`config.mk`:
```
export PLATFORM = sky130hd
export DESIGN_NAME = cbfa_sqrt_cell
export DESIGN_NICKNAME = d
export VERILOG_FILES = /design/src/rtl/cbfa_pkg.sv /design/src/rtl/cbfa_sqrt_cell.sv
export SDC_FILE = /design/constraint.sdc
export NUM_CORES = 1
export LEC_CHECK = 0
export ABC_AREA = 1
export BUFFER_PORTS_ARGS = -buffer_cell sky130_fd_sc_hd__buf_2
export CAP_MARGIN = 20
export CORE_MARGIN = 2
export CORE_UTILIZATION = 25
export CTS_CLUSTER_SIZE = 16
export DETAILED_ROUTE_END_ITERATION = 8
export MAX_ROUTING_LAYER = met4
export SETUP_SLACK_MARGIN = 0.15
export SLEW_MARGIN = 20
export SYNTH_ARGS = -nofsm -noshare
export SYNTH_HDL_FRONTEND = slang
export SYNTH_SLANG_ARGS = --single-unit
```
`constraint.sdc`:
```
create_clock -name clk_i -period 6.1 [get_ports clk_i]
set_clock_uncertainty 0.1 [all_clocks]
set_input_delay 0.305 -clock clk_i [delete_from_list [all_inputs] [get_ports clk_i]]
set_output_delay 0.305 -clock clk_i [all_outputs]
set_load 0.02 [all_outputs]
```
`src/rtl/cbfa_pkg.sv`:
```
package cbfa_pkg;

  localparam int ANGLE_WIDTH = 16;
  localparam int OUT_WIDTH   = 16;
  localparam int OUT_FRAC    = OUT_WIDTH - 2;
  localparam int STAGES      = 16;
  localparam int ATAN_ENTRIES = 30;
  localparam int N_STAGES    = (STAGES < ATAN_ENTRIES) ? STAGES : ATAN_ENTRIES;

  // cordic datapath width: q30 values stay well below 2^32
  localparam int CW = 34;
  // root is about 2^30..2^30.5, inv_len below 2^31
  localparam int SQ_IN_W  = 62;
  localparam int ROOT_W   = 31;
  localparam int SQ_STEPS = ROOT_W;
  localparam int DIV_W    = 61;
  localparam int QUO_W    = 31;

  localparam logic [41:0] TURN_SCALE = 42'd1399941684381;
  localparam logic signed [CW-1:0] CORDIC_K = CW'(652032874);
  localparam logic [60:0] ONE_Q60 = 61'(1) << 60;
  localparam logic [61:0] ONE_Q30 = 62'(1) << 30;

  typedef logic signed [CW-1:0] cw_t;

  typedef struct packed {
    cw_t x;
    cw_t y;
    logic signed [32:0] z;
  } rot_t;

  function automatic logic signed [32:0] atan_turn(input int i);
    logic [31:0] t;
    case (i)
      0: t = 32'h20000000;  1: t = 32'h12E4051E;  2: t = 32'h09FB385B;
      3: t = 32'h051111D4;  4: t = 32'h028B0D43;  5: t = 32'h0145D7E1;
      6: t = 32'h00A2F61E;  7: t = 32'h00517C55;  8: t = 32'h0028BE53;
      9: t = 32'h00145F2F;  10: t = 32'h000A2F98; 11: t = 32'h000517CC;
      12: t = 32'h00028BE6; 13: t = 32'h000145F3; 14: t = 32'h0000A2FA;
      15: t = 32'h0000517D; 16: t = 32'h000028BE; 17: t = 32'h0000145F;
      18: t = 32'h00000A30; 19: t = 32'h00000518; 20: t = 32'h0000028C;
      21: t = 32'h00000146; 22: t = 32'h000000A3; 23: t = 32'h00000051;
      24: t = 32'h00000029; 25: t = 32'h00000014; 26: t = 32'h0000000A;
      27: t = 32'h00000005; 28: t = 32'h00000003; default: t = 32'h00000001;
    endcase
    return $signed({1'b0, t});
  endfunction

  // q30 product, round half up
  function automatic cw_t mul_q30(input cw_t a, input cw_t b);
    logic signed [2*CW-1:0] p;
    p = a * b + (2*CW)'(64'sd1 <<< 29);
    return CW'(p >>> 30);
  endfunction

  function automatic logic [OUT_WIDTH-1:0] to_out(input cw_t v);
    cw_t r;
    cw_t one;
    one = CW'(1) <<< OUT_FRAC;
    r = (v + (CW'(1) <<< (29 - OUT_FRAC))) >>> (30 - OUT_FRAC);
    if (r > one) r = one;
    if (r < -one) r = -one;
    return r[OUT_WIDTH-1:0];
  endfunction

endpackage

```
`src/rtl/cbfa_sqrt_cell.sv`:
```
module cbfa_sqrt_cell (
  input  logic                           clk_i,
  input  logic                           en_i,
  input  logic [4:0]                     idx_i,
  input  logic [cbfa_pkg::SQ_IN_W-1:0]   rem_i,
  input  logic [cbfa_pkg::ROOT_W-1:0]    root_i,
  output logic [cbfa_pkg::SQ_IN_W-1:0]   rem_o,
  output logic [cbfa_pkg::ROOT_W-1:0]    root_o
);
  import cbfa_pkg::*;

  logic [SQ_IN_W:0] trial;
  logic [SQ_IN_W-1:0] rem_d, rem_q;
  logic [ROOT_W-1:0] root_d, root_q;
  int b;

  // restoring square root, one result bit per cell, msb first
  always_comb begin
    b = ROOT_W - 1 - int'(idx_i);
    trial = ({1'b0, (SQ_IN_W)'(root_i)} << (b + 1)) + ((SQ_IN_W + 1)'(1) << (2 * b));
    if ({1'b0, rem_i} >= trial) begin
      rem_d  = rem_i - trial[SQ_IN_W-1:0];
      root_d = root_i | (ROOT_W'(1) << b);
    end else begin
      rem_d  = rem_i;
      root_d = root_i;
    end
  end

  always_ff @(posedge clk_i) begin
    if (en_i) begin
      rem_q  <= rem_d;
      root_q <= root_d;
    end
  end

  assign rem_o  = rem_q;
  assign root_o = root_q;
endmodule

```
==> flow_summary.toml <==
[critical_path]
start_kind = "input pin"
path_class = "input pin to register"
critPathCapture = "rem_o[22]"
crit_slowest_cell = "ha_1"
required_ps = 6140
path_common_cell = "nand2_1"
max_stage_delay_ps = 330
cp.arrival_ps = 5990
crit_fanout = 15
crit_path_end_kind = "register"
startpoint = "idx_i[1]"

[sta]
fin_setup_tns_ps = 0
fmax_ghz = 0.1682
grt_setup_unrepaired = "true"
final_hold_viol_count = 0
drv_slew = 0
fin_crit_ps = 5946
slew_headroom_pct = 42.46
period_share_pct = 97.48
worst_pin_slew_ps = 863.1
holdWs_ps = 95.10
finalSetupViolCount = 0

[synth]
avgSynthCellArea_um2 = 5.896
synth_ff_type = "edfxtp_1"
ys_seq_elements = 93
yosysUniqueCellTypes = 53
synth-edff-count = 93
syn_area_um2 = 15180
ys_warn_count = 0
syn_nets = 2770
synthArstFlopShare_pct = 0
synthCells = 2574
ys_seq_area_share_pct = 18.40

[status]
status = "finished, final reports clean"

[global_routing]
grt_pass1_vias = 19591
grt_usage_pct = 23.71
antenna_found_initial = 0
grt_pass1_wl_mm = 111.7
grt-ovfl-total = 0
grt_max_degree = 83

[final_layout]
layout_common_cells = "765 x buf_4, 657 x nand2_1, 314 x inv_1"
final_util_pct = 42.01
fin_nets = 3682
syn_to_final_growth_pct = 66.44
final_common_cell = "buf_4"
n_antenna_cell = 0
drive_above_1_share_pct = 42.19
fillers = 6338
stdcell_count = 4273

[detailed_routing]
ant_nets = 0
post_drt_via_cell_ratio = 4.863
wl_per_cell_um = 17.91
drt_iter0_drc = 1585
drt_pass1_iterations = 5
drcViolationCount = 0
wirelength_mm = 76.51
num_vias = 20780

[floorplan]
die_area_um2 = 62700
row_count = 90
initial_core_util_pct = 25.24
ioPinCount = 193
die_w_um = 250.4
core_um2 = 60130
die_h_um = 250.4

[place]
place_congestion = 0.9968
portBuffers = 192
hpwl_mm = 62.40
dp.cells = 4196

[flow_run]
maxCapViolCount = 0

[clock_tree]
htreeDepth = 3
path_clk_slew_ps = 100
cts_tree = "built"
root_buffer = "clkbuf_16"
clock_path_buffers = 2
clock_sinks = 93
numCtsBuffers = 9

[power_and_ir_drop]
p_leak_uw = 0.01248
irDropWorstVdd_mv = 0.1330
power.density_nw_per_um2 = 224.8

[min_path]
hold_class = "input pin to register"
## area by class of cell
cell class	instances	area, µm²	area share (%)
clock buffer	9	225.2	0.8916
clock inverter	7	88.84	0.3517
inverter	358	1356	5.369
multi-input combinational	2037	12540	49.66
sequential	93	2793	11.06
tap	782	978.4	3.873
timing repair buffer	987	7276	28.80
## registers in the layout, summed over array words and instances (netlist names)
register,cells
root_o,31
rem_o,62
## kinds of logic after synthesis
logic type | Yosys count | share of synthesized area [%]
simple gates | 1501 | 42.70
buf+inv | 444 | 12.37
compound gates | 349 | 12.88
fa+ha+maj | 96 | 7.964
flops | 93 | 18.40
xor+xnor | 89 | 5.557
mux | 2 | 0.1319
## worst min-delay path by stage
stage,from,end,depth (start not counted)
2_1_floorplan,en_i,rem_o[0],0
3_3_place_gp,rem_i[30],rem_o[30],3
3_5_place_dp,rem_i[40],rem_o[40],3
4_1_cts,root_i[26],root_o[26],3
5_1_grt,rem_i[38],rem_o[38],3
6_report,root_i[29],root_o[29],3
## metal layers
layer | GRT usage, % | share of wire, % | vias to the layer above
li1 | - | - | 10378
met2 | 38.64 | 47 | 626
met5 | - | 0 | -
met4 | 8.469 | 3.4 | 0
met3 | 2.951 | 5.7 | 112
met1 | 30.15 | 44 | 9664
## where the power goes
group,internal [µW],switching [µW]
registers,878,32.4
logic,1840,2280
clock network,357,290
## cell usage after synthesis, types with 14 or more instances
master | n | area, µm²
buf_6 | 19 | 214.0
edfxtp_1 | 93 | 2793
nand3_1 | 266 | 1331
nand2_1 | 767 | 2879
xnor2_1 | 14 | 122.6
inv_1 | 344 | 1291
o21ai_0 | 115 | 575.6
a21oi_1 | 133 | 665.6
xor2_1 | 71 | 621.9
a31oi_1 | 33 | 206.5
buf_2 | 22 | 110.1
clkbuf_1 | 27 | 101.4
nand4_1 | 119 | 744.5
nor2_1 | 276 | 1036
ha_1 | 95 | 1189
nor3_1 | 24 | 120.1
## repair_timing
| action | in CTS | in global routing |
|---|---|---|
| gates cloned | 3 | 6 |
| hold buffers | 0 | 0 |
| endpoints found under the setup margin | 93 | 93 |
| pin swaps | 10 | 150 |
| buffers inserted | 8 | 44 |
| gates resized for setup | 119 | 482 |
## critical path, delay by kind of cell
kind                     cells  cell delay (ps)
AND/OR/NAND/NOR             30             2550
adder cells (fa/ha/maj)      3              790
buffers and inverters       14             1830
AO/OA/AOI/OAI                5              480
## through the flow
step           setup WS (ps)  area, µm²  power, µW
2_1_floorplan          203.7      15180       2657
3_3_place_gp          -764.6      22200       4425
3_5_place_dp          -849.7      22200       4427
4_1_cts                130.5      23030       5216
5_1_grt               -147.1      25260       6028
6_report               153.8      25260       5678
No activity file was read; power rests on OpenSTA's default activity.
