==> config.mk <==
export PLATFORM = sky130hd
export DESIGN_NAME = cbfa_div_cell
export DESIGN_NICKNAME = d
export VERILOG_FILES = /design/src/rtl/cbfa_pkg.sv /design/src/rtl/cbfa_div_cell.sv
export SDC_FILE = /design/constraint.sdc
export NUM_CORES = 1
export LEC_CHECK = 0
export BUFFER_PORTS_ARGS = -buffer_cell sky130_fd_sc_hd__buf_2
export CORE_MARGIN = 10
export CORE_UTILIZATION = 37
export DETAILED_ROUTE_END_ITERATION = 10
export GPL_ROUTABILITY_DRIVEN = 0
export PLACE_DENSITY = 0.7
export SYNTH_ARGS = -nofsm -noshare
export SYNTH_HDL_FRONTEND = slang
export SYNTH_SLANG_ARGS = --single-unit
==> constraint.sdc <==
create_clock -name clk_i -period 6.6 [get_ports clk_i]
set_clock_uncertainty 0.2 [all_clocks]
set_input_delay 1.32 -clock clk_i [delete_from_list [all_inputs] [get_ports clk_i]]
set_output_delay 1.32 -clock clk_i [all_outputs]
set_load 0.1 [all_outputs]
==> src/rtl/cbfa_pkg.sv <==
package cbfa_pkg;

  localparam int ANGLE_WIDTH = 16;
  localparam int OUT_WIDTH   = 16;
  localparam int OUT_FRAC    = OUT_WIDTH - 2;
  localparam int STAGES      = 16;
  localparam int ATAN_ENTRIES = 30;
  localparam int N_STAGES    = (STAGES < ATAN_ENTRIES) ? STAGES : ATAN_ENTRIES;

  // cordic datapath width: q30 values stay well below 2^32
  localparam int CW = 34;
  // root is about 2^30..2^30.5, inv_len below 2^31
  localparam int SQ_IN_W  = 62;
  localparam int ROOT_W   = 31;
  localparam int SQ_STEPS = ROOT_W;
  localparam int DIV_W    = 61;
  localparam int QUO_W    = 31;

  localparam logic [41:0] TURN_SCALE = 42'd1399941684381;
  localparam logic signed [CW-1:0] CORDIC_K = CW'(652032874);
  localparam logic [60:0] ONE_Q60 = 61'(1) << 60;
  localparam logic [61:0] ONE_Q30 = 62'(1) << 30;

  typedef logic signed [CW-1:0] cw_t;

  typedef struct packed {
    cw_t x;
    cw_t y;
    logic signed [32:0] z;
  } rot_t;

  function automatic logic signed [32:0] atan_turn(input int i);
    logic [31:0] t;
    case (i)
      0: t = 32'h20000000;  1: t = 32'h12E4051E;  2: t = 32'h09FB385B;
      3: t = 32'h051111D4;  4: t = 32'h028B0D43;  5: t = 32'h0145D7E1;
      6: t = 32'h00A2F61E;  7: t = 32'h00517C55;  8: t = 32'h0028BE53;
      9: t = 32'h00145F2F;  10: t = 32'h000A2F98; 11: t = 32'h000517CC;
      12: t = 32'h00028BE6; 13: t = 32'h000145F3; 14: t = 32'h0000A2FA;
      15: t = 32'h0000517D; 16: t = 32'h000028BE; 17: t = 32'h0000145F;
      18: t = 32'h00000A30; 19: t = 32'h00000518; 20: t = 32'h0000028C;
      21: t = 32'h00000146; 22: t = 32'h000000A3; 23: t = 32'h00000051;
      24: t = 32'h00000029; 25: t = 32'h00000014; 26: t = 32'h0000000A;
      27: t = 32'h00000005; 28: t = 32'h00000003; default: t = 32'h00000001;
    endcase
    return $signed({1'b0, t});
  endfunction

  // q30 product, round half up
  function automatic cw_t mul_q30(input cw_t a, input cw_t b);
    logic signed [2*CW-1:0] p;
    p = a * b + (2*CW)'(64'sd1 <<< 29);
    return CW'(p >>> 30);
  endfunction

  function automatic logic [OUT_WIDTH-1:0] to_out(input cw_t v);
    cw_t r;
    cw_t one;
    one = CW'(1) <<< OUT_FRAC;
    r = (v + (CW'(1) <<< (29 - OUT_FRAC))) >>> (30 - OUT_FRAC);
    if (r > one) r = one;
    if (r < -one) r = -one;
    return r[OUT_WIDTH-1:0];
  endfunction

endpackage

==> src/rtl/cbfa_div_cell.sv <==
module cbfa_div_cell (
  input  logic                         clk_i,
  input  logic                         en_i,
  input  logic [4:0]                   idx_i,
  input  logic [cbfa_pkg::DIV_W:0]     rem_i,
  input  logic [cbfa_pkg::ROOT_W-1:0]  den_i,
  input  logic [cbfa_pkg::QUO_W-1:0]   quo_i,
  output logic [cbfa_pkg::DIV_W:0]     rem_o,
  output logic [cbfa_pkg::ROOT_W-1:0]  den_o,
  output logic [cbfa_pkg::QUO_W-1:0]   quo_o
);
  import cbfa_pkg::*;

  logic [DIV_W+QUO_W:0] trial;
  logic [DIV_W:0] rem_d, rem_q;
  logic [ROOT_W-1:0] den_q;
  logic [QUO_W-1:0] quo_d, quo_q;
  int b;

  // restoring division, one quotient bit per cell
  always_comb begin
    b = QUO_W - 1 - int'(idx_i);
    trial = (DIV_W + QUO_W + 1)'(den_i) << b;
    if ((DIV_W + QUO_W + 1)'(rem_i) >= trial) begin
      rem_d = rem_i - trial[DIV_W:0];
      quo_d = quo_i | (QUO_W'(1) << b);
    end else begin
      rem_d = rem_i;
      quo_d = quo_i;
    end
  end

  always_ff @(posedge clk_i) begin
    if (en_i) begin
      rem_q <= rem_d;
      den_q <= den_i;
      quo_q <= quo_d;
    end
  end

  assign rem_o = rem_q;
  assign den_o = den_q;
  assign quo_o = quo_q;
endmodule
==> impl_metrics.toml, run 1 <==
[min_path]
min-delay-start = "den_i[23]"
min-delay-path-class = "in -> reg"
holdPathStages = 1
min_to = "den_o[23]"

[synthesis]
ys_types = 76
synth_seq_area_share = 0.347
synth_top_area_share = 0.347
synthTopCellsByCount = "nand2_1, nor2_1, a21oi_1"
ys.flop_type = "edfxtp_1"
avgSynthCellArea_um2 = 8.94
synthTopCellsByArea = "edfxtp_1, ha_1, a21oi_1"
synth_top_cell_by_area = "edfxtp_1"
synth-edff-count = 124
syn_nets = 1395
ys_ff_latch = 124
synth-async-reset-ratio = 0
synth_area_um2 = 10700
ys_warn_count = 0
synthCells = 1200

[setup_path]
critPathRequiredTime_ns = 6.58
endpoint_kind = "flip-flop"
crit_fanout = 53
cpMaxStageDelayCell = "ha_1"
path_cells = "buf_2 > ha_1 > buf_4 > mux4_2 > nand2_1 > o21ai_0 > nor2_1 > nor2_1 > nand2_1 > ha_1 > and2_1 > and3_1 > nand3_1 > nor4_1 > buf_4 > a41o_1 > a311o_1 > or2_2 > buf_12 > and4_1 > nor3_2"
path_class = "in -> reg"
startpoint_type = "input port"
critical_path_buf_inv_count = 4
max_stage_delay_ns = 0.61
crit_family = "simple AND/OR/NAND/NOR gates"
cp_data_arrival_time_ns = 6.29

[global_routing]
first_global_vias = 10400
grt_max_degree = 71
grt_pass1_wl_um = 58500
grt_usage = 0.206
gr-total-overflow = 0
antenna_found_initial = 8

[sta]
slew_headroom = 0.351
hold_violations = 0
drv_slew = 0
grt_setup_unrepaired = "no"
worstMarginPinSlew_ns = 0.973
fmax_mhz = 158
min_period_ns = 6.31
period_share = 0.956
setup_viol = 0
fin_ws_ns = 0.290
finalSetupTns_ns = 0

[power]
power.density_nw_per_um2 = 321
ir_drop_mv = 0.180
p_switching_mw = 2.11
pwr-share-seq = 0.249
intPower_mw = 2.10
switching_share = 0.501
clkPwrFrac = 0.202
p_leak_nw = 5.60
power_frac_comb = 0.549

[cts]
cts_buffer_depth = 2
clkSinkCount = 124
clk_pin_slew_ns = 0.06
cts-root-buf = "clkbuf_16"
cts_tree = "yes"
postCtsSetupRepairBufs = 0
ctsHtreeMaxLevel = 4
cts_resized = 0
cts_buffers = 17
ctsHoldBuffers = 0

[floorplanning]
row_count = 62
die_y_um = 190
die_area_um2 = 36200
coreArea_um2 = 28600
die_x_um = 190
initial_core_util = 0.375
io_pins = 255

[finish]
drive_above_1_share = 0.268
fin_nets = 1645
fillers = 2763
area_growth_pct = 22.5
stdcell_area_um2 = 13100
utilization = 0.459

[drt]
first_pass_iters = 5
viasPerCell = 5.72
totalWireLength_um = 38600
drc = 0
antenna_left = 0
vias = 10600
wire_per_inst_um = 20.9
drt_iter0_markers = 959

[placed_design]
io_buffer_count = 254
place_area_um2 = 12600
place_ws_ns = -0.0320
detailed_place_hpwl_um = 31400

[job]
cap_violations = 0

[status]
status = "finished clean"
-- layout make-up --
type | instances | area (um^2) | share of cell area
well taps | 384 | 480 | 0.0366
inverters | 19 | 71.3 | 0.00543
diodes | 5 | 12.5 | 0.000952
clock buffers | 19 | 433 | 0.0329
clock inverters | 13 | 93.8 | 0.00714
repair buffers | 305 | 1690 | 0.129
multi-input cells | 983 | 6630 | 0.505
flip-flops and latches | 124 | 3720 | 0.283
-- power groups by stage --
stage	combinational (mW)	sequential, mW	clock (mW)
6_report	2.31	1.05	0.853
5_1_grt	2.45	1.06	0.910
4_1_cts	2.29	1.05	0.870
3_5_place_dp	2.28	1.07	0
3_3_place_gp	2.27	1.06	0
2_1_floorplan	0.933	1.90	0
-- cell families (layout without fill, tap and decap cells) --
group / count (synthesis) / count (layout) / share of synthesized area
mux: 54 / 54 / 0.0789
flops: 124 / 124 / 0.347
simple gates: 415 / 415 / 0.176
buf+inv: 93 / 356 / 0.0379
xor+xnor: 56 / 56 / 0.0457
fa+ha+maj: 64 / 64 / 0.0754
compound gates: 394 / 394 / 0.239
other cells: 0 / 5 / 0
-- through the flow --
step | hold WS, ns | power [mW] | std cells
after floorplan | 1.22 | 2.84 | 1200
after detailed placement | 1.36 | 3.35 | 1815
after CTS | 0.907 | 4.21 | 1847
after global routing | 0.909 | 4.42 | 1851
after global placement | 1.36 | 3.33 | 1815
final | 0.921 | 4.21 | 1852
-- layout by cell type (no fill, tap or decap), types with 10 or more instances in the layout --
master     netlist  routed
and3_1          11      11
buf_2           19     253
buf_4            5      49
inv_1           19      19
nor3_1          22      22
edfxtp_1       124     124
o21ai_0         61      61
nand4_1         24      24
a21o_1          57      57
nand3_1         23      23
mux2i_1         26      26
clkbuf_16        0      17
o21bai_1        18      18
nor2_1         141     141
xor2_1          21      18
xnor2_1         35      33
a211oi_1        12      12
nand2_1        141     141
a21oi_1        134     134
nand2b_1        10      10
ha_1            63      63
a31oi_1         21      21
o21a_1          14      14
mux4_2          24      24
-- worst max-delay path by stage --
| stage | start | endpoint | slack (ns) | cells after the start |
|---|---|---|---|---|
| after floorplan | idx_i[0] | quo_o[21] | 0.77 | 23 |
| after global placement | idx_i[1] | rem_o[50] | 0.07 | 21 |
| after CTS | idx_i[1] | rem_o[50] | 0.40 | 21 |
| after global routing | idx_i[0] | rem_o[50] | 0.03 | 22 |
| after detailed placement | idx_i[1] | rem_o[50] | -0.03 | 21 |
| final | idx_i[1] | rem_o[50] | 0.29 | 21 |
-- routing by layer --
metal  GRT usage  part of all wire
met1       0.258              0.42
met2       0.318              0.44
met3      0.0732              0.10
met4      0.0809             0.031
met5           0           0.00036
-- sequential cells by signal, summed over array words and instances, names as in the netlist --
register,cells
den_o,31
quo_o,31
rem_o,62
(Power assumes the default switching activity.)
==> run 2, diff against run 1 <==
--- a/config.mk
+++ b/config.mk
@@ -6,6 +6,7 @@
 export NUM_CORES = 1
 export LEC_CHECK = 0
 export BUFFER_PORTS_ARGS = -buffer_cell sky130_fd_sc_hd__buf_2
+export CORE_ASPECT_RATIO = 0.8
 export CORE_MARGIN = 10
 export CORE_UTILIZATION = 37
 export DETAILED_ROUTE_END_ITERATION = 10
==> run 2 against run 1 <==
Against the previous run:
- utilization increased by 0.27 points
- sequential power about the same
- critical endpoint is now rem_o[46]
- global-route usage increased by 0.60 points
- clock power is 24% higher
- fmax shrank 0.71%
==> impl_metrics.toml, run 2 (synthesized netlist as in run 1, its figures left out) <==
[setup_path]
path_class = "in -> reg"
critPathRequiredTime_ns = 6.66
endpoint_kind = "flip-flop"
crit_fanout = 27
cpMaxStageDelayCell = "o21ai_0"
critical_path_buf_inv_count = 3
cpMostUsedCell = "o21ai_0"
path_cells = "buf_2 > ha_1 > buf_4 > mux4_2 > nand2_1 > nand2_1 > o21ai_0 > o21ai_0 > o21ai_0 > ha_1 > nand4_1 > nor4_1 > nor2b_1 > nand3_1 > a211oi_2 > o211a_1 > or2_4 > buf_4 > nor2_1 > nor3_1"
startpoint_type = "input port"
max_stage_delay_ns = 0.51
cp_data_arrival_time_ns = 6.42
crit_family = "simple AND/OR/NAND/NOR gates"

[drt]
antenna_left = 0
totalWireLength_um = 39300
drc = 0
vias = 10800
wire_per_inst_um = 21.6
first_pass_iters = 7
viasPerCell = 5.93
drt_iter0_markers = 1451

[global_routing]
gr-total-overflow = 0
grt_pass1_wl_um = 59500
first_global_vias = 10300
antenna_found_initial = 1
grt_max_degree = 79
grt_usage = 0.212

[cts]
cts_buffer_depth = 2
postCtsSetupRepairBufs = 0
cts-root-buf = "clkbuf_16"
ctsHtreeMaxLevel = 4
ctsHoldBuffers = 0
cts_resized = 0
clk_pin_slew_ns = 0.06
clkSinkCount = 124
cts_buffers = 17
cts_tree = "yes"

[floorplanning]
die_x_um = 210
coreArea_um2 = 28400
io_pins = 255
die_y_um = 172
initial_core_util = 0.377
row_count = 55
die_area_um2 = 36200

[sta]
hold_violations = 0
worstMarginPinSlew_ns = 1.04
fmax_mhz = 157
setup_viol = 0
grt_setup_unrepaired = "no"
finalSetupTns_ns = 0
period_share = 0.963
fin_ws_ns = 0.245
slew_headroom = 0.304
min_period_ns = 6.35
drv_slew = 0

[finish]
drive_above_1_share = 0.260
most-common-layout-cells = "buf_2, nand2_1, nor2_1"
stdcell_count = 1817
stdcell_area_um2 = 13100
utilization = 0.462
largest_reg_flops = 62
fin_nets = 1629
area_growth_pct = 22.4
final_common_cell = "buf_2"

[placed_design]
place_area_um2 = 12500
dp_cells = 1785
place_ws_ns = 0.00521
io_buffer_count = 254
detailed_place_hpwl_um = 31800

[power]
power.density_nw_per_um2 = 337
p_leak_nw = 5.59
ir_drop_mv = 0.223

[job]
cap_violations = 0

[min_path]
min-delay-path-class = "in -> reg"
holdPathStages = 1
min_to = "den_o[7]"
min-delay-start = "den_i[7]"

[status]
status = "finished clean"
-- run 2: cell count changes in the layout (fill, tap and decap cells not counted), sizes merged --
cell / delta
clkbuf: -2
clkinvlp: -1
clkinv: -4
diode: -4
inv: +1
bufinv: +5
buf: -16
-- run 2: per-stage QoR --
step	hold slack, ns	power (mW)
6_report	0.908	4.43
5_1_grt	0.908	4.61
4_1_cts	0.897	4.41
3_5_place_dp	1.36	3.34
3_3_place_gp	1.36	3.32
2_1_floorplan	1.22	2.84
-- run 2: report_power, final --
part	internal, mW	switching (mW)	leakage, nW	total, mW
clock network	0.669	0.386	0.304	1.06
registers	1.02	0.0282	1.21	1.05
logic	0.586	1.73	4.07	2.32
-- run 2: worst max-delay path by stage --
| stage | from | endpoint | slack [ns] | cells after the start |
|---|---|---|---|---|
| 2_1_floorplan | idx_i[0] | quo_o[21] | 0.77 | 23 |
| 3_3_place_gp | idx_i[0] | rem_o[36] | 0.18 | 18 |
| 3_5_place_dp | idx_i[0] | rem_o[46] | 0.005 | 20 |
| 4_1_cts | idx_i[0] | rem_o[16] | 0.43 | 20 |
| 5_1_grt | idx_i[1] | rem_o[46] | 0.01 | 20 |
| 6_report | idx_i[0] | rem_o[46] | 0.25 | 20 |
-- run 2: final cells by class --
| type | count | area (um^2) |
|---|---|---|
| clock inverters | 14 | 216 |
| clock buffers | 17 | 425 |
| multi-input cells | 983 | 6630 |
| well taps | 370 | 463 |
| repair buffers | 289 | 1590 |
| fillers | 2768 | 15300 |
| flip-flops and latches | 124 | 3720 |
| inverters | 19 | 71.3 |
| diodes | 1 | 2.50 |
-- run 2: layer usage --
| layer | up-vias | GRT usage | part of all wire |
|---|---|---|---|
| li1 | 4985 | - | - |
| met1 | 5062 | 0.276 | 0.42 |
| met2 | 677 | 0.329 | 0.44 |
| met3 | 48 | 0.0729 | 0.13 |
| met4 | 0 | 0.0566 | 0.017 |
| met5 | - | 0 | 0 |
==> run 3, diff against run 2 <==
--- a/config.mk
+++ b/config.mk
@@ -12,6 +12,7 @@
 export DETAILED_ROUTE_END_ITERATION = 10
 export GPL_ROUTABILITY_DRIVEN = 0
 export PLACE_DENSITY = 0.7
+export REMOVE_ABC_BUFFERS = 1
 export SYNTH_ARGS = -nofsm -noshare
 export SYNTH_HDL_FRONTEND = slang
 export SYNTH_SLANG_ARGS = --single-unit
==> constraint.sdc (replaced) <==
create_clock -name clk_i -period 6.81 [get_ports clk_i]
set_clock_uncertainty 0.2 [all_clocks]
set_input_delay 1.362 -clock clk_i [delete_from_list [all_inputs] [get_ports clk_i]]
set_output_delay 1.362 -clock clk_i [all_outputs]
set_load 0.1 [all_outputs]
==> run 3 against run 2 <==
Against the previous run:
- non-clock buffer count is 5 lower
- worst hold slack better by 0.046 ns
- largest cell class unchanged
- combinational power is 3% lower
- count of clock-buffer cells in the layout stayed put
- global-route usage is 0.30 points higher
- critical path depth stayed put
==> impl_metrics.toml, run 3 (synthesized netlist as in run 1, its figures left out) <==
[status]
status = "finished clean"

[sta]
period_share = 0.940
worstMarginPinSlew_ns = 0.879
setup_viol = 0
min_period_ns = 6.40
fmax_mhz = 156
hold_violations = 0
drv_slew = 0
slew_headroom = 0.414
grt_setup_unrepaired = "no"

[global_routing]
grt_usage = 0.215
grt_pass1_wl_um = 60000
gr-total-overflow = 0
grt_max_degree = 85
antenna_found_initial = 2
first_global_vias = 10200

[placed_design]
dp_cells = 1780
place_area_um2 = 12400
io_buffer_count = 254
detailed_place_hpwl_um = 32300

[cts]
clk_pin_slew_ns = 0.07
cts_tree = "yes"
clkSinkCount = 124
ctsHtreeMaxLevel = 4
cts_buffers = 17
cts_buffer_depth = 2
cts-root-buf = "clkbuf_16"

[drt]
viasPerCell = 5.93
vias = 10700
first_pass_iters = 6
antenna_left = 0
totalWireLength_um = 40100
drt_iter0_markers = 1287
drc = 0
wire_per_inst_um = 22.1

[job]
cap_violations = 0

[floorplanning]
initial_core_util = 0.377
row_count = 55
die_y_um = 172
coreArea_um2 = 28400
io_pins = 255
die_x_um = 210
die_area_um2 = 36200

[finish]
most-common-layout-cells = "buf_2, nand2_1, nor2_1"
stdcell_count = 1813
drive_above_1_share = 0.259
stdcell_area_um2 = 13000
fin_nets = 1624
largest_reg_flops = 62
final_common_cell = "buf_2"
area_growth_pct = 21.7

[min_path]
min-delay-path-class = "in -> reg"
min_to = "den_o[4]"
min-delay-start = "den_i[4]"
holdPathStages = 1

[setup_path]
cpMostUsedCell = "a21oi_1"
startpoint_type = "input port"
cpMaxStageDelayCell = "ha_2"
max_stage_delay_ns = 0.50
cp_data_arrival_time_ns = 6.40
critPathRequiredTime_ns = 6.80
path_class = "in -> reg"
crit_fanout = 84
endpoint_kind = "flip-flop"
path_cells = "buf_2 > ha_2 > buf_4 > mux4_2 > nand2_1 > nor2_1 > a21oi_1 > a21oi_1 > a21oi_1 > ha_1 > nand4_1 > nor4_1 > nor2b_1 > nand3_1 > a211oi_2 > o211a_1 > or2_2 > buf_12 > and4_1 > nor3_2"

[power]
power.density_nw_per_um2 = 322
ir_drop_mv = 0.194
p_leak_nw = 5.54
total_power_mw = 4.20
-- run 3: critical path, delay by kind of cell --
family | cells | cell delay, ns
and+or+nand+nor | 9 | 1.77
AOI/OAI and AO/OA | 5 | 1.26
muxes | 1 | 0.33
buffers and inverters | 3 | 0.71
adders and majority gates | 2 | 0.85
-- run 3: through the flow --
step            util  hold slack, ns  TNS [ns]  worst slack [ns]
2_1_floorplan      -            1.26    -53.38             -1.22
3_3_place_gp   0.438            1.40         0             0.141
3_5_place_dp   0.438            1.41   -0.0391           -0.0383
4_1_cts        0.458           0.934         0             0.427
5_1_grt        0.459           0.949         0            0.0529
6_report       0.459           0.954         0             0.407
-- run 3: metal layers --
metal	routed length (um)	track usage	up-vias
met5	12	0	-
met4	804	0.0585	2
met3	4920	0.0716	51
met2	17100	0.322	627
met1	17200	0.289	5082
li1	-	-	4986
-- run 3: power by group --
| part | internal [mW] | switching (mW) | total (mW) | leakage (nW) |
|---|---|---|---|---|
| Clock | 0.522 | 0.408 | 0.930 | 0.287 |
| Sequential | 0.990 | 0.0269 | 1.02 | 1.21 |
| Combinational | 0.567 | 1.69 | 2.26 | 4.04 |
| Total | 2.08 | 2.12 | 4.20 | 5.54 |
-- run 3: final cells by class --
cell class | count | area (um^2)
flip-flops and latches | 124 | 3720
diodes | 1 | 2.50
multi-input cells | 983 | 6640
clock inverters | 15 | 165
well taps | 370 | 463
inverters | 19 | 71.3
fillers | 2768 | 15400
clock buffers | 17 | 425
repair buffers | 284 | 1550
-- run 3: worst max-delay path by stage --
stage | endpoint | startpoint
2_1_floorplan | rem_o[50] | idx_i[0]
3_3_place_gp | rem_o[50] | idx_i[1]
3_5_place_dp | rem_o[59] | idx_i[0]
4_1_cts | rem_o[59] | idx_i[0]
5_1_grt | rem_o[50] | idx_i[1]
6_report | rem_o[50] | idx_i[1]
-- run 3: repair_timing --
action,4_1_cts,5_1_grt
gates resized for setup,0,3
endpoints found under the setup margin,0,2
buffers inserted,0,0
endpoints found under the hold margin,0,0
hold buffers,0,0
